## src/sv/dri_mul.sv

```systemverilog
`default_nettype none

module dri_mul (
	input  wire logic               clk,
	input  wire logic               en,
	input  wire logic signed [32:0] a,
	input  wire logic signed [32:0] b,
	output logic signed [65:0]      prod_q
);

	// shared signed multiplier, product registered
	always_ff @(posedge clk) begin
		if (en) begin
			prod_q <= a * b;
		end
	end

endmodule

`default_nettype wire

```

## config.mk

```make
export PLATFORM = sky130hd
export DESIGN_NAME = dri_mul
export DESIGN_NICKNAME = d
export VERILOG_FILES = /design/src/sv/dri_mul.sv
export SDC_FILE = /design/constraint.sdc
export NUM_CORES = 2
export LEC_CHECK = 0
export BUFFER_PORTS_ARGS = -buffer_cell sky130_fd_sc_hd__clkbuf_2
export CAP_MARGIN = 20
export CORE_MARGIN = 2
export CORE_UTILIZATION = 31
export CTS_CLUSTER_DIAMETER = 60
export CTS_CLUSTER_SIZE = 16
export DETAILED_ROUTE_END_ITERATION = 8
export PLACE_DENSITY = 0.54
export SLEW_MARGIN = 5
export SYNTH_ARGS = -nofsm -noshare
export SYNTH_HDL_FRONTEND = slang
export SYNTH_SLANG_ARGS = --single-unit
```

## constraint.sdc

```tcl
create_clock -name clk -period 7.8 [get_ports clk]
set_input_delay 1.17 -clock clk [delete_from_list [all_inputs] [get_ports clk]]
set_output_delay 1.17 -clock clk [all_outputs]
set_load 0.005 [all_outputs]
```

## Yosys cells after proc, flatten, opt, wreduce, memory -nomap -nowiden

Index checks and enable logic that the tools add are counted.

- Register bits after elaboration: 66
- Input port bits: 68
- Word-level logic and storage cells: 2

- Multiply operators: 1

Operators by type and width:

| kind | count |
|---|---|
| multiplier 33 x 33 -> 66 bit | 1 |

## Longest topological paths before layout

- Depth in word-level cells: 1
- Mapped depth: 27

## Worst setup path before layout

OpenSTA, ideal clock, no wires.

- Path kind: in2reg
- Start point: in a[32]
- End point: reg prod_q[62], data pin
- Data arrival time: 8.266 ns
- Data required time: 7.531 ns
- Setup slack: -0.735 ns
- Cell stages on the path: 23
- Cell sequence: clkbuf_1 > nand2_1 > inv_1 > fa_1 > fa_1 > fa_1 > fa_1 > fa_1 > fa_1 > fa_1 > inv_1 > fa_1 > inv_1 > ha_1 > clkbuf_1 > and3_1 > nand3_1 > nand2b_1 > a2111oi_4 > a211oi_4 > a21o_2 > a211oi_2 > a211oi_2

- Word-level cells in the longest chain between the ends: 1

Ends and longest elaborated chain:

| item | line | RTL |
|---|---|---|
| from (decl) | 6 | `input wire logic signed [32:0] a,` |
| multiplier 33 x 33 -> 66 bit | 14 | `prod_q <= a * b;` |
| to (signal assigned) | 14 |  |
| to (decl) | 8 | `output logic signed [65:0] prod_q` |

No other way between the ends.
A chain may end at the register's enable or synchronous reset.

## Worst setup path in the final report

- Start point: in b[10]
- End point: reg prod_q[58], data pin

- Word-level cells in the longest chain between the ends: 1

Ends and longest elaborated chain:

| item | line | RTL |
|---|---|---|
| from (decl) | 7 | `input wire logic signed [32:0] b,` |
| multiplier 33 x 33 -> 66 bit | 14 |  |

No other way between the ends.

==> flow_metrics.tcl <==
set metrics [dict create \
    run_status "finished with violations" \
    violations "negative setup slack" \
    end_kind "register" \
    start_util 0.311 \
    core_area_um2 133000 \
    dieArea_um2 136000 \
    clkTransAtPathRegs_ns 0.07 \
    drcViolationCount 0 \
    max_freq_ghz 0.126 \
    final_cell_area_um2 51000 \
    min_period_ns 7.92 \
    placed_area_um2 48100 \
    yosysUniqueCellTypes 80 \
    fin_crit_sh 1.02 \
    drt_wl_total_mm 128 \
    synth_area_per_cell_um2 9.54 \
    grt_start_max_net_pins 67 \
    async_flop_share 0 \
    root_buffer "clkbuf_16" \
    grt_use_total 0.185 \
    maxCapViolCount 0 \
    routabilityCongestion 0.899 \
    yosysWarnings 0 \
    die_y_um 369 \
    tightest_slew_ns 0.955 \
    grt_pass1_wl_mm 193 \
    clk_path_buf_depth 2 \
    yosys_register_bits 66 \
    top_regs "prod_q x66" \
    synth-edff-count 66 \
    slew_headroom 0.363 \
    dpl.hpwl_mm 107 \
    dp_worst_setup_slack_ns -0.832 \
    path_class "in -> reg" \
    drtAntennaViolNets 0 \
    clkSinkCount 66 \
    die_width_um 369 \
    drive_gt1_frac 0.213 \
    postLayoutSetupSlackWorst_ns -0.117 \
    syn_inst 4338 \
    synth_nets 5768 \
    final_cell_mix "fa_1, inv_1, and2_1, nand2_1, buf_4" \
    antenna_found_initial 8 \
    setup_viol 20 \
    cp.arrival_ns 8.03 \
    syn2layout_area_growth_pct 23.3 \
    drtIter0Drc 1396 \
    cts_buffers 9 \
    start_kind "primary input" \
    largest_reg_flops 66 \
    synth_ff_type "edfxtp_1" \
    firstDrtPassIters 5 \
    cts_tree "done" \
    fill_cells 13300 \
    num_rows 134 \
    io_pins 134 \
    holdCritPathClass "in -> reg" \
    routed_via_density 4.60 \
    final_common_cell "fa_1" \
    crit_required_ns 7.91 \
    nNetsFinal 6289 \
    cts_htree_levels 3 \
    maxSlewViolCount 0 \
    grt_overflow_total 0 \
    top_register "prod_q" \
    hold_viol 0 \
    wl_per_cell_um 19.3 \
    rsz0062_at_grt "true" \
    vias 30500 \
    grt_pass1_vias 33500 \
    syn_area_um2 41400 \
    synth_seq_area_share 0.0479 \
    path_max_fanout 7 \
    portBuffers 133 \
]
## metal layers
metal / up-vias / part of all wire / global-route usage
li1: 13500 / - / -
met5: - / 0.00045 / 0
met1: 16200 / 0.38 / 0.215
met2: 694 / 0.53 / 0.346
met3: 185 / 0.039 / 0.0180
met4: 8 / 0.042 / 0.0717
## worst max-delay path, stage by stage
cell	delay, ns
buf_6	0.12
buf_12	0.16
buf_12	0.15
buf_4	0.12
nand2_1	0.06
fa_1	0.52
inv_2	0.05
fa_2	0.39
fa_1	0.58
inv_1	0.06
fa_2	0.42
fa_1	0.51
inv_2	0.04
fa_2	0.57
fa_1	0.45
fa_2	0.61
ha_4	0.23
nand2_1	0.19
o21ai_1	0.17
a311o_1	0.38
a31o_1	0.23
a211oi_4	0.29
buf_12	0.15
a21oi_4	0.07
nor4b_4	0.26
a311oi_2	0.06
## through the flow
| stage | utilization | std cells | setup TNS, ns | hold slack [ns] |
|---|---|---|---|---|
| floorplan | - | 4338 | -0.0461 | 1.28 |
| global placement | 0.362 | 6524 | -21.56 | 1.57 |
| detailed placement | 0.362 | 6524 | -22.44 | 1.57 |
| CTS | 0.372 | 6574 | -0.935 | 1.48 |
| global route | 0.384 | 6633 | -6.07 | 1.50 |
| finish | 0.384 | 6637 | -1.15 | 1.45 |
## final timing paths
check / cells after the start / start / to / slack (ns)
max: 26 / b[10] / prod_q[58] / -0.12
min: 1 / en / prod_q[7] / 1.45
## cells in the mapped netlist, types with 12 or more instances
cell type	count	share of area
a21oi_1	57	0.0069
inv_1	1131	0.10
and2_1	562	0.085
nand3_1	25	0.0030
xor2_1	25	0.0053
nand2b_1	12	0.0018
ha_1	217	0.066
nand2_1	551	0.050
clkbuf_1	208	0.019
fa_1	1145	0.55
o21ai_0	25	0.0030
edfxtp_1	66	0.048
xnor2_1	43	0.0091
nor2_1	68	0.0062
a21o_1	36	0.0065
## layout make-up
cell class                 instances  area, µm²  area share
inverter                        1131       4260      0.0834
tap                             1768       2210      0.0433
clock buffer                      10        229     0.00449
clock inverter                     6       57.6     0.00113
sequential                        66       1980      0.0388
multi-input combinational       2920      35500       0.696
antenna                            5       12.5    0.000245
timing repair buffer             731       6760       0.133
## logic make-up (layout without fill, tap and decap cells)
| group | Yosys count | after routing | synth area share |
|---|---|---|---|
| other cells | 0 | 5 | 0 |
| compound gates | 219 | 219 | 0.0400 |
| fa+ha+maj | 1362 | 1362 | 0.619 |
| flops | 66 | 66 | 0.0479 |
| simple gates | 1271 | 1271 | 0.155 |
| xor+xnor | 68 | 68 | 0.0144 |
| buf+inv | 1352 | 1878 | 0.123 |
## timing repair
action                     in CTS  in global routing
hold buffers                    0                  0
cloned                          2                 14
setup endpoints to repair      34                 35
buffers inserted               33                 50
gates resized for setup       189                243
pin swaps                      58                128
Power is left out: the tool's default activity adds up to more than one toggle a clock period on the data nets, which glitch-free logic cannot reach.
