==> src/sv/dri_pkg.sv <==
`default_nettype none

package dri_pkg;

	// integration step after reset, 2^-16 s units (about 10 ms)
	localparam logic [15:0] STEP_TIME_RST = 16'd655;

	// binary angle landmarks, one full turn = 65536
	localparam logic [15:0] QUARTER_TURN  = 16'd16384;
	localparam logic [15:0] HALF_TURN     = 16'd32768;
	localparam logic [15:0] THREE_QUARTER = 16'd49152;

	// rounding offset for the 2^-40 position product
	localparam logic [65:0] POS_RND = 66'h00_0000_0080_0000_0000;

	// highest-order sine coefficient, (pi/2)^9 / 9! in Q30
	localparam logic [31:0] SIN_C4 = 32'd172272;

	typedef enum logic [3:0] {
		ST_IDLE,
		ST_HEAD,
		ST_SPEED,
		ST_FOLD,
		ST_Z2,
		ST_HMUL,
		ST_HSUB,
		ST_PMUL,
		ST_TRIG,
		ST_POSMUL,
		ST_POSUPD,
		ST_PUB
	} state_t;

	// operand selection for the shared multiplier
	typedef enum logic [2:0] {
		OP_HEAD,
		OP_SPEED,
		OP_MAG,
		OP_HORNER,
		OP_POLY,
		OP_POS
	} mul_op_t;

	// sequencer to datapath controls
	typedef struct packed {
		logic       mul_en;
		mul_op_t    mul_op;
		logic       upd_head;
		logic       save_d;
		logic       fold;
		logic       fold_y;
		logic       save_z2;
		logic       horner_sub;
		logic [1:0] coef_idx;
		logic       save_trig;
		logic       upd_pos;
		logic       pos_y;
		logic       publish;
	} ctrl_t;

	// lower-order odd Taylor coefficients of sin(pi/2 * z), Q30
	function automatic logic [31:0] sin_coef(input logic [1:0] k);
		logic [31:0] c;
		case (k)
			2'd0:    c = 32'd1686629713;
			2'd1:    c = 32'd693598668;
			2'd2:    c = 32'd85569306;
			default: c = 32'd5026995;
		endcase
		return c;
	endfunction

endpackage

`default_nettype wire

==> src/sv/dri_seq.sv <==
`default_nettype none

module dri_seq (
	input  wire logic     clk,
	input  wire logic     arst_n,
	input  wire logic     in_valid,
	input  wire logic     out_free,
	output logic          in_ready,
	output dri_pkg::ctrl_t ctrl
);

	import dri_pkg::*;

	state_t     state_q, state_d;
	logic [1:0] k_q, k_d;
	logic       axis_q, axis_d;

	// state, Horner index and axis registers
	always_ff @(posedge clk or negedge arst_n) begin
		if (!arst_n) begin
			state_q <= ST_IDLE;
			k_q     <= '0;
			axis_q  <= 1'b0;
		end else begin
			state_q <= state_d;
			k_q     <= k_d;
			axis_q  <= axis_d;
		end
	end

	// next state and controls
	always_comb begin
		ctrl     = '0;
		ctrl.mul_op = OP_HEAD;
		state_d  = state_q;
		k_d      = k_q;
		axis_d   = axis_q;
		in_ready = 1'b0;
		unique case (state_q)
			ST_IDLE: begin
				in_ready = 1'b1;
				if (in_valid) begin
					state_d = ST_HEAD;
				end
			end
			ST_HEAD: begin
				ctrl.mul_en = 1'b1;
				ctrl.mul_op = OP_HEAD;
				state_d     = ST_SPEED;
			end
			ST_SPEED: begin
				ctrl.upd_head = 1'b1;
				ctrl.mul_en   = 1'b1;
				ctrl.mul_op   = OP_SPEED;
				state_d       = ST_FOLD;
			end
			ST_FOLD: begin
				// cosine first: x axis
				ctrl.save_d = 1'b1;
				ctrl.fold   = 1'b1;
				ctrl.fold_y = 1'b0;
				ctrl.mul_en = 1'b1;
				ctrl.mul_op = OP_MAG;
				axis_d      = 1'b0;
				state_d     = ST_Z2;
			end
			ST_Z2: begin
				ctrl.save_z2 = 1'b1;
				k_d          = 2'd3;
				state_d      = ST_HMUL;
			end
			ST_HMUL: begin
				ctrl.mul_en = 1'b1;
				ctrl.mul_op = OP_HORNER;
				state_d     = ST_HSUB;
			end
			ST_HSUB: begin
				ctrl.horner_sub = 1'b1;
				ctrl.coef_idx   = k_q;
				if (k_q == 2'd0) begin
					state_d = ST_PMUL;
				end else begin
					k_d     = k_q - 2'd1;
					state_d = ST_HMUL;
				end
			end
			ST_PMUL: begin
				ctrl.mul_en = 1'b1;
				ctrl.mul_op = OP_POLY;
				state_d     = ST_TRIG;
			end
			ST_TRIG: begin
				ctrl.save_trig = 1'b1;
				state_d        = ST_POSMUL;
			end
			ST_POSMUL: begin
				ctrl.mul_en = 1'b1;
				ctrl.mul_op = OP_POS;
				state_d     = ST_POSUPD;
			end
			ST_POSUPD: begin
				ctrl.upd_pos = 1'b1;
				ctrl.pos_y   = axis_q;
				if (!axis_q) begin
					// start the sine pass for y
					ctrl.fold   = 1'b1;
					ctrl.fold_y = 1'b1;
					ctrl.mul_en = 1'b1;
					ctrl.mul_op = OP_MAG;
					axis_d      = 1'b1;
					state_d     = ST_Z2;
				end else begin
					state_d = ST_PUB;
				end
			end
			ST_PUB: begin
				if (out_free) begin
					ctrl.publish = 1'b1;
					state_d      = ST_IDLE;
				end
			end
			default: begin
				state_d = ST_IDLE;
			end
		endcase
	end

endmodule

`default_nettype wire

==> config.mk <==
export PLATFORM = sky130hd
export DESIGN_NAME = dri_seq
export DESIGN_NICKNAME = d
export VERILOG_FILES = /design/src/sv/dri_pkg.sv /design/src/sv/dri_seq.sv
export SDC_FILE = /design/constraint.sdc
export NUM_CORES = 1
export LEC_CHECK = 0
export ABC_AREA = 1
export ABC_CLOCK_PERIOD_IN_PS = 1400
export BUFFER_PORTS_ARGS = -buffer_cell sky130_fd_sc_hd__buf_4
export CAP_MARGIN = 20
export CORE_AREA = 3 3 40 42
export DETAILED_ROUTE_END_ITERATION = 7
export DIE_AREA = 0 0 43 45
export GPL_TIMING_DRIVEN = 0
export PLACE_DENSITY = 0.73
export SYNTH_ARGS = -nofsm -noshare
export SYNTH_HDL_FRONTEND = slang
export SYNTH_SLANG_ARGS = --single-unit
==> constraint.sdc <==
create_clock -name clk -period 1.4 [get_ports clk]
set_clock_uncertainty 0.1 [all_clocks]
set_input_delay 0.21 -clock clk [delete_from_list [all_inputs] [get_ports clk]]
set_output_delay 0.21 -clock clk [all_outputs]
set_load 0.01 [all_outputs]
==> flow_metrics.py, run 1 <==
metrics = {
    "run_status": {
        "lastStage": "global routing (5_1_grt)",
        "status": "did not finish",
        "stop_error": "[ERROR DPL-0038] Utilization greater than 100%, impossible to legalize",
    },
    "yosys": {
        "yosys.area_share.xor_xnor": 0,
        "ys_async_sr_fraction": 1.00,
        "syn_nets": 95,
        "synth_edf_count": 0,
        "synth_compound_area_frac": 0.0735,
        "synthTopCellsByArea": "dfrtp_1, nand2_1, inv_1",
        "synth-simple-area-share": 0.452,
        "synth_top_family_by_area": "simple AND/OR/NAND/NOR gates",
        "synth_fa_ha_area_frac": 0.0210,
        "yosysTopAreaCell": "dfrtp_1",
        "yosysWarnings": 0,
        "synthMuxAreaShare": 0,
        "ys_ff_latch": 7,
        "seq_area_frac_synth": 0.294,
        "avgSynthCellArea_um2": 6.62,
        "synth_top_area_frac": 0.294,
        "ys.flop_type": "dfrtp_1",
        "yosys-top-cells-count": "nand2_1, inv_1, inv_2",
        "syn_inst": 90,
        "ys_types": 22,
        "netlist_area_um2": 596,
        "yosysMostFrequentCell": "nand2_1",
    },
    "floorplanning": {
        "die_w_um": 43,
        "die_y_um": 45,
        "initial_core_util": 0.463,
        "io_pins": 21,
        "rows": 13,
    },
    "global_route": {
        "grt_max_degree": 8,
    },
    "clock_tree": {
        "cts-buffers-inserted": 3,
        "clock-sinks": 7,
        "htreeDepth": 1,
        "clockBufferDepth": 2,
        "cts_root_buffer": "clkbuf_4",
    },
    "sta": {
        "crit_endpoint": "ctrl[4]",
        "worstEpCategory": "output port",
    },
    "placement": {
        "io_buffers": 20,
        "placed_cells": 125,
        "place_congestion": 0.832,
        "detailed_place_hpwl_um": 1060,
    },
}
[metrics by stage]
stage | worst slack, ns | hold slack (ns) | cell area, um^2 | util | TNS (ns)
2_1_floorplan | 0.00912 | -0.186 | 596 | - | 0
3_5_place_dp | -0.0931 | -0.0789 | 764 | 0.595 | -0.228
4_1_cts | -0.263 | 0.183 | 1090 | 0.850 | -3.10
3_3_place_gp | -0.0737 | -0.0785 | 764 | 0.595 | -0.209
[kinds of logic after synthesis]
logic type / count (synthesis)
AND/OR/NAND/NOR: 52
buffers and inverters: 24
flip-flops: 7
AO/OA/AOI/OAI: 6
adder cells (fa/ha/maj): 1
[timing repair]
| action | CTS |
|---|---|
| setup buffers | 20 |
| endpoints found under the setup margin | 17 |
| hold buffers | 1 |
| endpoints found under the hold margin | 7 |
| resized for setup | 43 |
| pin swaps | 9 |
==> run 2, diff against run 1 <==
- CORE_AREA: 3 3 40 42 -> 3 3 64 66
- DIE_AREA: 0 0 43 45 -> 0 0 67 69
- PLACE_DENSITY: 0.73 -> not set
- PLACE_DENSITY_LB_ADDON: not set -> 0.15
==> run 2 against run 1 <==
  * The flow now finishes, with violations (negative setup slack)
  * Synthesized cell count stayed put
  * Synthesized area stayed put
==> flow_metrics.py, run 2 <==
metrics = {
    "run_status": {
        "status": "finished, violations left",
        "failed_checks": "negative setup slack",
    },
    "clock_tree": {
        "cts.clk_slew.worst_paths_ns": 0.04,
        "cts_tree": "built",
        "clockBufferDepth": 2,
        "htreeDepth": 1,
        "clock-sinks": 7,
        "cts-buffers-inserted": 3,
        "worstSkewPairLatency_ns": 0.22,
        "cts_root_buffer": "clkbuf_8",
    },
    "route": {
        "antenna_left": 0,
        "drt-pass1-iter-count": 4,
        "drt_iter0_drc": 15,
        "wirelength_um": 2090,
        "wl_per_cell_um": 11.0,
        "vias_per_cell": 3.80,
        "drc": 0,
        "num_vias": 726,
    },
    "yosys": {
        "ys_types": 22,
        "yosysWarnings": 0,
        "avgSynthCellArea_um2": 6.62,
        "syn_inst": 90,
        "yosys-top-cells-count": "nand2_1, inv_1, inv_2",
        "syn_nets": 95,
        "yosysMostFrequentCell": "nand2_1",
        "yosysTopAreaCell": "dfrtp_1",
        "synthTopCellsByArea": "dfrtp_1, nand2_1, inv_1",
        "ys.flop_type": "dfrtp_1",
        "netlist_area_um2": 596,
        "ys_ff_latch": 7,
        "synth_top_area_frac": 0.294,
        "synth_edf_count": 0,
        "ys_async_sr_fraction": 1.00,
        "seq_area_frac_synth": 0.294,
    },
    "cells_and_area": {
        "drive_above_1_share": 0.713,
        "largest_reg_flops": 4,
        "final_common_cell": "buf_4",
        "fillers": 377,
        "layout.area.seq_um2": 180,
        "multi_input_area_um2": 445,
        "final_util": 0.348,
        "mostFrequentLayoutCells": "buf_4, buf_6, nand2_1",
        "area_delta_synth_final_pct": 112,
        "largest-register": "state_q",
        "fin_area_um2": 1260,
        "top_regs": "state_q (4), k_q (2), axis_q (1)",
        "insertedDiodeCount": 0,
        "fin_nets": 149,
    },
    "sta": {
        "hold_viol": 0,
        "rsz0062_at_grt": "yes",
        "worst_pin_slew_ns": 0.224,
        "finalCriticalPeriod_ns": 1.67,
        "fmax_mhz": 598,
        "fin_ws_ns": -0.272,
        "drv_slew": 0,
        "post-route-period-util": 1.19,
        "slew-limit-headroom": 0.850,
        "holdWs_ns": 0.242,
        "setup_viol": 20,
        "setup-tns-final_ns": -2.92,
    },
    "placement": {
        "io_buffers": 20,
        "placed_area_um2": 806,
        "detailed_place_hpwl_um": 1320,
        "place_congestion": 0.719,
        "pre_cts_slack_ns": -0.115,
    },
    "floorplanning": {
        "rows": 22,
        "die_w_um": 67,
        "io_pins": 21,
        "initial_core_util": 0.164,
        "die_y_um": 69,
        "coreArea_um2": 3630,
        "dieArea_um2": 4620,
    },
    "power_and_ir_drop": {
        "peakVddDrop_mv": 0.466,
        "p_per_area_nw_per_um2": 2390,
        "leakagePower_uw": 0.000678,
    },
    "global_route": {
        "overflow": 0,
        "antenna_found_initial": 0,
        "grt_first_pass_wirelength_um": 3150,
        "grt_usage": 0.0885,
        "grt_pass1_vias": 735,
        "grt_max_degree": 8,
    },
    "critical_path": {
        "endpoint_kind": "output pin",
        "start_kind": "flop",
        "worstSetupPathType": "reg -> out",
        "critical_path_required_ns": 1.09,
        "cp.arrival_ns": 1.36,
        "worst-path-max-fanout": 4,
    },
    "job": {
        "drv_cap": 0,
    },
    "worst_hold_path": {
        "holdCritPathClass": "in -> async",
    },
}
run 2: cell counts after synthesis:
No cell type changed its count.
run 2: worst paths after layout:
| kind | slack, ns | from | depth (start not counted) | end |
|---|---|---|---|---|
| worst max register to register | -0.04 | state_q[0]$_DFFE_PN0P_ | 8 | state_q[1]$_DFFE_PN0P_ |
| min in group clk | 0.28 | out_free | 4 | state_q[0]$_DFFE_PN0P_ |
| max in group asynchronous | 0.83 | arst_n | 2 | state_q[3]$_DFFE_PN0P_ |
| worst min register to register | 0.37 | k_q[1]$_DFFE_PN0P_ | 2 | k_q[1]$_DFFE_PN0P_ |
| worst max-delay path | -0.27 | state_q[3]$_DFFE_PN0P_ | 7 | ctrl[15] |
| worst min-delay path | 0.24 | arst_n | 2 | axis_q$_DFFE_PN0P_ |
run 2: cell families after synthesis:
group	count (synthesis)	synth area share
buffers and inverters	24	0.160
AND/OR/NAND/NOR	52	0.452
flip-flops	7	0.294
AO/OA/AOI/OAI	6	0.0735
adder cells (fa/ha/maj)	1	0.0210
run 2: layer usage:
metal	track usage	share of wire
met1	0.101	0.40
met2	0.148	0.53
met3	0.0195	0.041
met4	0.0473	0.029
met5	0	0
run 2: cell type report:
| class | instances | area share |
|---|---|---|
| clock buffer | 4 | 0.0356 |
| inverter | 23 | 0.0782 |
| multi-input combinational | 59 | 0.352 |
| sequential | 7 | 0.143 |
| tap | 48 | 0.0475 |
| timing repair buffer | 50 | 0.344 |
run 2: worst max-delay path: stages, from the launching register on:
cell and delay [ns]:
dfrtp_2 0.45, inv_2 0.08, nor2_4 0.16, nand2_2 0.11
nand2_2 0.09, inv_2 0.05, nand4_1 0.08, buf_4 0.13
run 2: power breakdown:
part           internal (uW)  switching (uW)  total (uW)
Sequential               315             197         512
Clock                    196            74.7         271
Combinational           1130            1110        2240
run 2: through the flow:
step	total power, uW	instances
finish	3020	191
global route	3260	191
CTS	2590	180
detailed placement	1730	158
global placement	1750	158
floorplan	1280	90
run 2: what timing repair did:
action,4_1_cts,5_1_grt
hold endpoints to repair,7,0
setup endpoints to repair,17,19
buffers inserted,18,11
gates resized for setup,36,24
pin swaps,9,11
hold buffers,1,0
(Power assumes the default switching activity.)
==> run 3, diff against run 2 <==
--- a/config.mk
+++ b/config.mk
@@ -7,5 +7,5 @@
 export LEC_CHECK = 0
 export ABC_AREA = 1
-export ABC_CLOCK_PERIOD_IN_PS = 1400
+export ABC_CLOCK_PERIOD_IN_PS = 2100
 export BUFFER_PORTS_ARGS = -buffer_cell sky130_fd_sc_hd__buf_4
 export CAP_MARGIN = 20
@@ -15,4 +15,5 @@
 export GPL_TIMING_DRIVEN = 0
 export PLACE_DENSITY_LB_ADDON = 0.15
+export SLEW_MARGIN = 20
 export SYNTH_ARGS = -nofsm -noshare
 export SYNTH_HDL_FRONTEND = slang
==> constraint.sdc (replaced) <==
create_clock -name clk -period 2.1 [get_ports clk]
set_clock_uncertainty 0.1 [all_clocks]
set_input_delay 0.63 -clock clk [delete_from_list [all_inputs] [get_ports clk]]
set_output_delay 0.63 -clock clk [all_outputs]
set_load 0.01 [all_outputs]
==> run 3 against run 2 <==
  * The run now ends clean
  * Final cell count down 13%
  * Register-to-register slack better by 0.83 ns
  * Via count is 16% lower
  * First-iteration DRC count is 20% lower
  * Sequential cell count did not move
  * Total power decreased by 51%
  * Setup slack better by 0.29 ns
  * Sequential power is 39% lower
  * Clock power is 33% lower
  * Wire length is 25% lower
  * Largest power group unchanged
==> flow_metrics.py, run 3 (synthesis gave the netlist of run 2 again) <==
metrics = {
    "run_status": {
        "status": "finished clean",
    },
    "job": {
        "drv_cap": 0,
    },
    "clock_tree": {
        "cts-buffers-inserted": 3,
        "clock-sinks": 7,
        "worstSkewPairLatency_ns": 0.22,
        "clockBufferDepth": 2,
        "cts.clk_slew.worst_paths_ns": 0.04,
        "htreeDepth": 1,
        "cts_root_buffer": "clkbuf_8",
        "holdBufCountCts": 0,
        "cts_tree": "built",
    },
    "placement": {
        "io_buffers": 20,
        "place_congestion": 0.719,
        "detailed_place_hpwl_um": 1320,
        "pre_cts_slack_ns": 0.165,
    },
    "route": {
        "vias_per_cell": 3.67,
        "num_vias": 610,
        "antenna_left": 0,
        "drt-pass1-iter-count": 4,
        "wl_per_cell_um": 9.48,
        "wirelength_um": 1570,
        "drc": 0,
        "drt_iter0_drc": 12,
    },
    "critical_path": {
        "start_kind": "flop",
        "critical_path_required_ns": 1.37,
        "endpoint_kind": "output pin",
        "r2r-start": "state_q[2]$_DFFE_PN0P_",
        "rr_endpoint": "k_q[0]$_DFFE_PN0P_",
        "worstSetupPathType": "reg -> out",
        "rrSetupSlack_ns": 0.79,
        "r2r_cells": 7,
        "cp.arrival_ns": 1.35,
        "worst-path-max-fanout": 4,
    },
    "power_and_ir_drop": {
        "leakagePower_uw": 0.000507,
        "p_per_area_nw_per_um2": 1590,
        "p_total_uw": 1470,
        "peakVddDrop_mv": 0.267,
    },
    "sta": {
        "hold_viol": 0,
        "post-route-period-util": 0.992,
        "slew-limit-headroom": 0.854,
        "drv_slew": 0,
        "finalCriticalPeriod_ns": 2.08,
        "fmax_mhz": 480,
        "fin_ws_ns": 0.0175,
        "rsz0062_at_grt": "yes",
        "worst_pin_slew_ns": 0.219,
        "setup_viol": 0,
    },
    "cells_and_area": {
        "mostFrequentLayoutCells": "buf_4, nand2_1, inv_1",
        "drive_above_1_share": 0.542,
        "final_common_cell": "buf_4",
        "fillers": 428,
        "insertedDiodeCount": 0,
        "area_delta_synth_final_pct": 55.3,
        "top_regs": "state_q (4), k_q (2), axis_q (1)",
        "largest_reg_flops": 4,
        "fin_nets": 124,
        "largest-register": "state_q",
    },
    "floorplanning": {
        "io_pins": 21,
        "initial_core_util": 0.164,
        "die_w_um": 67,
        "die_y_um": 69,
        "rows": 22,
        "coreArea_um2": 3630,
        "dieArea_um2": 4620,
    },
    "global_route": {
        "grt_usage": 0.0745,
        "grt_max_degree": 8,
        "grt_first_pass_wirelength_um": 2640,
        "overflow": 0,
        "antenna_found_initial": 0,
        "grt_pass1_vias": 625,
    },
    "worst_hold_path": {
        "holdCritPathClass": "in -> async",
    },
}
run 3: cell types whose count changed in the layout (fill, tap and decap cells not counted), moves of 2 or more:
cell     change
inv_1        +4
buf_6       -15
inv_2        -2
buf_4        -9
nand2_4      -6
nor2_4       -4
nor2_1       +4
nand2_2      +2
nand2_1      +4
run 3: power breakdown:
part / switching (uW) / internal (uW)
registers: 103 / 210
clock network: 51.1 / 131
logic: 551 / 423
run 3: layout make-up:
type,instances,area [um^2],share of cell area
tap,48,60.1,0.0650
timing repair buffer,24,180,0.195
multi-input combinational,59,360,0.390
inverter,23,91.3,0.0988
buffer,1,7.51,0.00812
sequential,7,180,0.195
clock buffer,4,45.0,0.0487
run 3: metal layers:
metal / up-vias / share of wire / track usage
li1: 325 / - / -
met1: 274 / 0.44 / 0.0884
met2: 9 / 0.50 / 0.116
met3: 2 / 0.050 / 0.0195
met4: 0 / 0.011 / 0.0473
met5: - / 0 / 0
run 3: worst max-delay path by stage:
stage / endpoint / startpoint / slack (ns)
after CTS: ctrl[13] / state_q[3]$_DFFE_PN0P_ / -0.03
after detailed placement: ctrl[12] / state_q[2]$_DFFE_PN0P_ / 0.17
after floorplan: ctrl[13] / state_q[3]$_DFFE_PN0P_ / 0.29
after global placement: ctrl[12] / state_q[2]$_DFFE_PN0P_ / 0.14
final: ctrl[13] / state_q[2]$_DFFE_PN0P_ / 0.02
after global routing: ctrl[13] / state_q[2]$_DFFE_PN0P_ / -0.06
run 3: per-stage QoR:
step | cell area (um^2) | util | TNS (ns) | cells | hold WS [ns]
after floorplan | 596 | - | 0 | 90 | 0.234
after global placement | 806 | 0.222 | 0 | 158 | 0.347
after detailed placement | 806 | 0.222 | 0 | 158 | 0.348
after CTS | 868 | 0.239 | -0.0485 | 164 | 0.110
after global routing | 925 | 0.254 | -0.107 | 166 | 0.116
final | 925 | 0.254 | 0 | 166 | 0.113
run 3: worst max-delay path, cell delays in order, from the launching register on:
cell and delay (ns):
dfrtp_2 0.45, inv_2 0.10, nand2_2 0.10, nor2_4 0.13
nand2_2 0.07, nand2_2 0.08, inv_2 0.04, nand2_1 0.05
buf_4 0.11
run 3: what timing repair did:
action	4_1_cts	5_1_grt
buffers inserted	2	2
resized for setup	2	15
pin swaps	2	2
endpoints found under the setup margin	4	5
==> run 4, diff against run 3 <==
- CORE_AREA: 3 3 64 66 -> 2 2 63 65
- CTS_BUF_LIST: not set -> sky130_fd_sc_hd__clkbuf_4 sky130_fd_sc_hd__clkbuf_8
- DIE_AREA: 0 0 67 69 -> 0 0 65 67
==> run 4 against run 3 <==
  * Critical path depth unchanged
  * Hold slack lost 0.011 ns
  * Sequential share of layout area is 2.4 points lower
  * Critical path type unchanged
  * Design area increased by 14%
  * Register-to-register slack got worse by 0.07 ns
  * Setup slack gained 0.023 ns
  * Combinational power rose by 17%
  * Non-clock buffer count up 10
  * Sequential cell count is the same
  * Clock-buffer cell count is 1 lower
  * Wire length increased by 6.3%
  * First-iteration DRC count is 50% lower
==> flow_metrics.py, run 4 (synthesis gave the netlist of run 2 again) <==
metrics = {
    "sta": {
        "drv_slew": 0,
        "hold_viol": 0,
        "setup-tns-final_ns": 0,
        "finalCriticalPeriod_ns": 2.06,
        "rsz0062_at_grt": "yes",
        "slew-limit-headroom": 0.859,
        "post-route-period-util": 0.981,
        "setup_viol": 0,
        "worst_pin_slew_ns": 0.211,
        "fmax_mhz": 485,
    },
    "clock_tree": {
        "cts_root_buffer": "clkbuf_8",
        "cts.clk_slew.worst_paths_ns": 0.05,
        "htreeDepth": 1,
        "clockBufferDepth": 2,
        "clock-sinks": 7,
        "worstSkewPairLatency_ns": 0.24,
        "cts-buffers-inserted": 3,
        "cts_tree": "built",
    },
    "floorplanning": {
        "die_w_um": 65,
        "initial_core_util": 0.165,
        "dieArea_um2": 4360,
        "die_y_um": 67,
        "rows": 22,
        "io_pins": 21,
        "coreArea_um2": 3610,
    },
    "power_and_ir_drop": {
        "leakagePower_uw": 0.000568,
        "peakVddDrop_mv": 0.280,
        "p_per_area_nw_per_um2": 1580,
        "p_total_uw": 1680,
    },
    "route": {
        "wl_per_cell_um": 9.51,
        "num_vias": 664,
        "antenna_left": 0,
        "vias_per_cell": 3.77,
        "drt-pass1-iter-count": 2,
        "drc": 0,
        "wirelength_um": 1670,
        "drt_iter0_drc": 6,
    },
    "critical_path": {
        "crit_path_frequent_cell": "nand2_2",
        "crit_buf_inv": 3,
        "worstSetupPathType": "reg -> out",
        "cp_top_family": "flip-flops",
        "crit_chain": "inv_4 > nand2_4 > nor2_4 > nand2_2 > nand2_2 > inv_2 > nand2_2 > buf_6",
        "start_kind": "flop",
        "path_depth": 8,
        "crit_slowest_cell": "dfrtp_2",
        "cp.arrival_ns": 1.33,
        "critical_path_required_ns": 1.37,
        "endpoint_kind": "output pin",
        "crit_path_max_incr_delay_ns": 0.46,
        "worst-path-max-fanout": 4,
        "r2r_cells": 9,
    },
    "global_route": {
        "grt_first_pass_wirelength_um": 2620,
        "antenna_found_initial": 0,
        "grt_usage": 0.0832,
        "grt_max_degree": 8,
        "grt_pass1_vias": 591,
        "overflow": 0,
    },
    "placement": {
        "placed_area_um2": 806,
        "detailed_place_hpwl_um": 1300,
        "io_buffers": 20,
        "place_congestion": 0.724,
    },
    "run_status": {
        "status": "finished clean",
    },
    "cells_and_area": {
        "fin_nets": 134,
        "top_regs": "state_q (4), k_q (2), axis_q (1)",
        "fillers": 401,
        "fin_area_um2": 1060,
        "insertedDiodeCount": 0,
        "largest-register": "state_q",
        "drive_above_1_share": 0.625,
        "final_common_cell": "buf_4",
        "area_delta_synth_final_pct": 77.5,
        "largest_reg_flops": 4,
        "mostFrequentLayoutCells": "buf_4, nand2_1, inv_1, inv_2",
    },
    "worst_hold_path": {
        "holdCritPathClass": "in -> async",
    },
    "job": {
        "drv_cap": 0,
    },
}
## run 4: changes by cell type in the layout (fill, tap and decap cells not counted), moves of 2 or more
cell / before / now
inv_1: 13 / 10
nand2_4: 1 / 3
inv_2: 8 / 10
buf_6: 0 / 2
nand2_2: 9 / 7
buf_4: 25 / 32
## run 4: area by class of cell
class                           count  area [um^2]  share of cell area
Multi-Input combinational cell     59          392               0.370
Clock inverter                      1         5.00             0.00473
Clock buffer                        3         41.3              0.0391
Buffer                              1         7.51             0.00710
Timing Repair Buffer               34          275               0.260
Tap cell                           48         60.1              0.0568
Sequential cell                     7          180               0.170
Inverter                           23         96.3              0.0911
## run 4: through the flow
stage | worst slack, ns | std cells | hold slack, ns | util
after detailed placement | 0.142 | 158 | 0.360 | 0.223
after floorplan | 0.289 | 90 | 0.234 | -
final | 0.0402 | 176 | 0.101 | 0.293
after global placement | 0.136 | 158 | 0.357 | 0.223
after CTS | 0.000986 | 166 | 0.101 | 0.257
after global routing | -0.0420 | 176 | 0.105 | 0.293
## run 4: per-layer routing
| metal | global-route usage | vias up | wire length (um) |
|---|---|---|---|
| li1 | - | 349 | - |
| met3 | 0.0169 | 5 | 77 |
| met1 | 0.0882 | 294 | 699 |
| met2 | 0.144 | 16 | 849 |
| met4 | 0.0638 | 0 | 46 |
| met5 | 0 | - | 0 |
## run 4: worst paths after layout
| check | endpoint | slack (ns) | start |
|---|---|---|---|
| hold reg to reg | k_q[1]$_DFFE_PN0P_ | 0.38 | k_q[1]$_DFFE_PN0P_ |
| hold / removal | axis_q$_DFFE_PN0P_ | 0.10 | arst_n |
| max in group asynchronous | state_q[3]$_DFFE_PN0P_ | 1.65 | arst_n |
| setup reg to reg | k_q[0]$_DFFE_PN0P_ | 0.72 | state_q[2]$_DFFE_PN0P_ |
| setup / recovery | ctrl[13] | 0.04 | state_q[0]$_DFFE_PN0P_ |
| min in group clk | k_q[1]$_DFFE_PN0P_ | 0.38 | k_q[1]$_DFFE_PN0P_ |
## run 4: timing repair
item	in CTS	in global routing
setup buffers	4	10
hold buffers	0	0
pin swaps	3	8
gates resized for setup	11	19
endpoints found under the hold margin	0	0
endpoints found under the setup margin	4	8
## run 4: where the power goes
group | total, uW | internal, uW | switching, uW
Combinational | 1140 | 541 | 599
Sequential | 330 | 210 | 121
Clock | 205 | 130 | 74.8
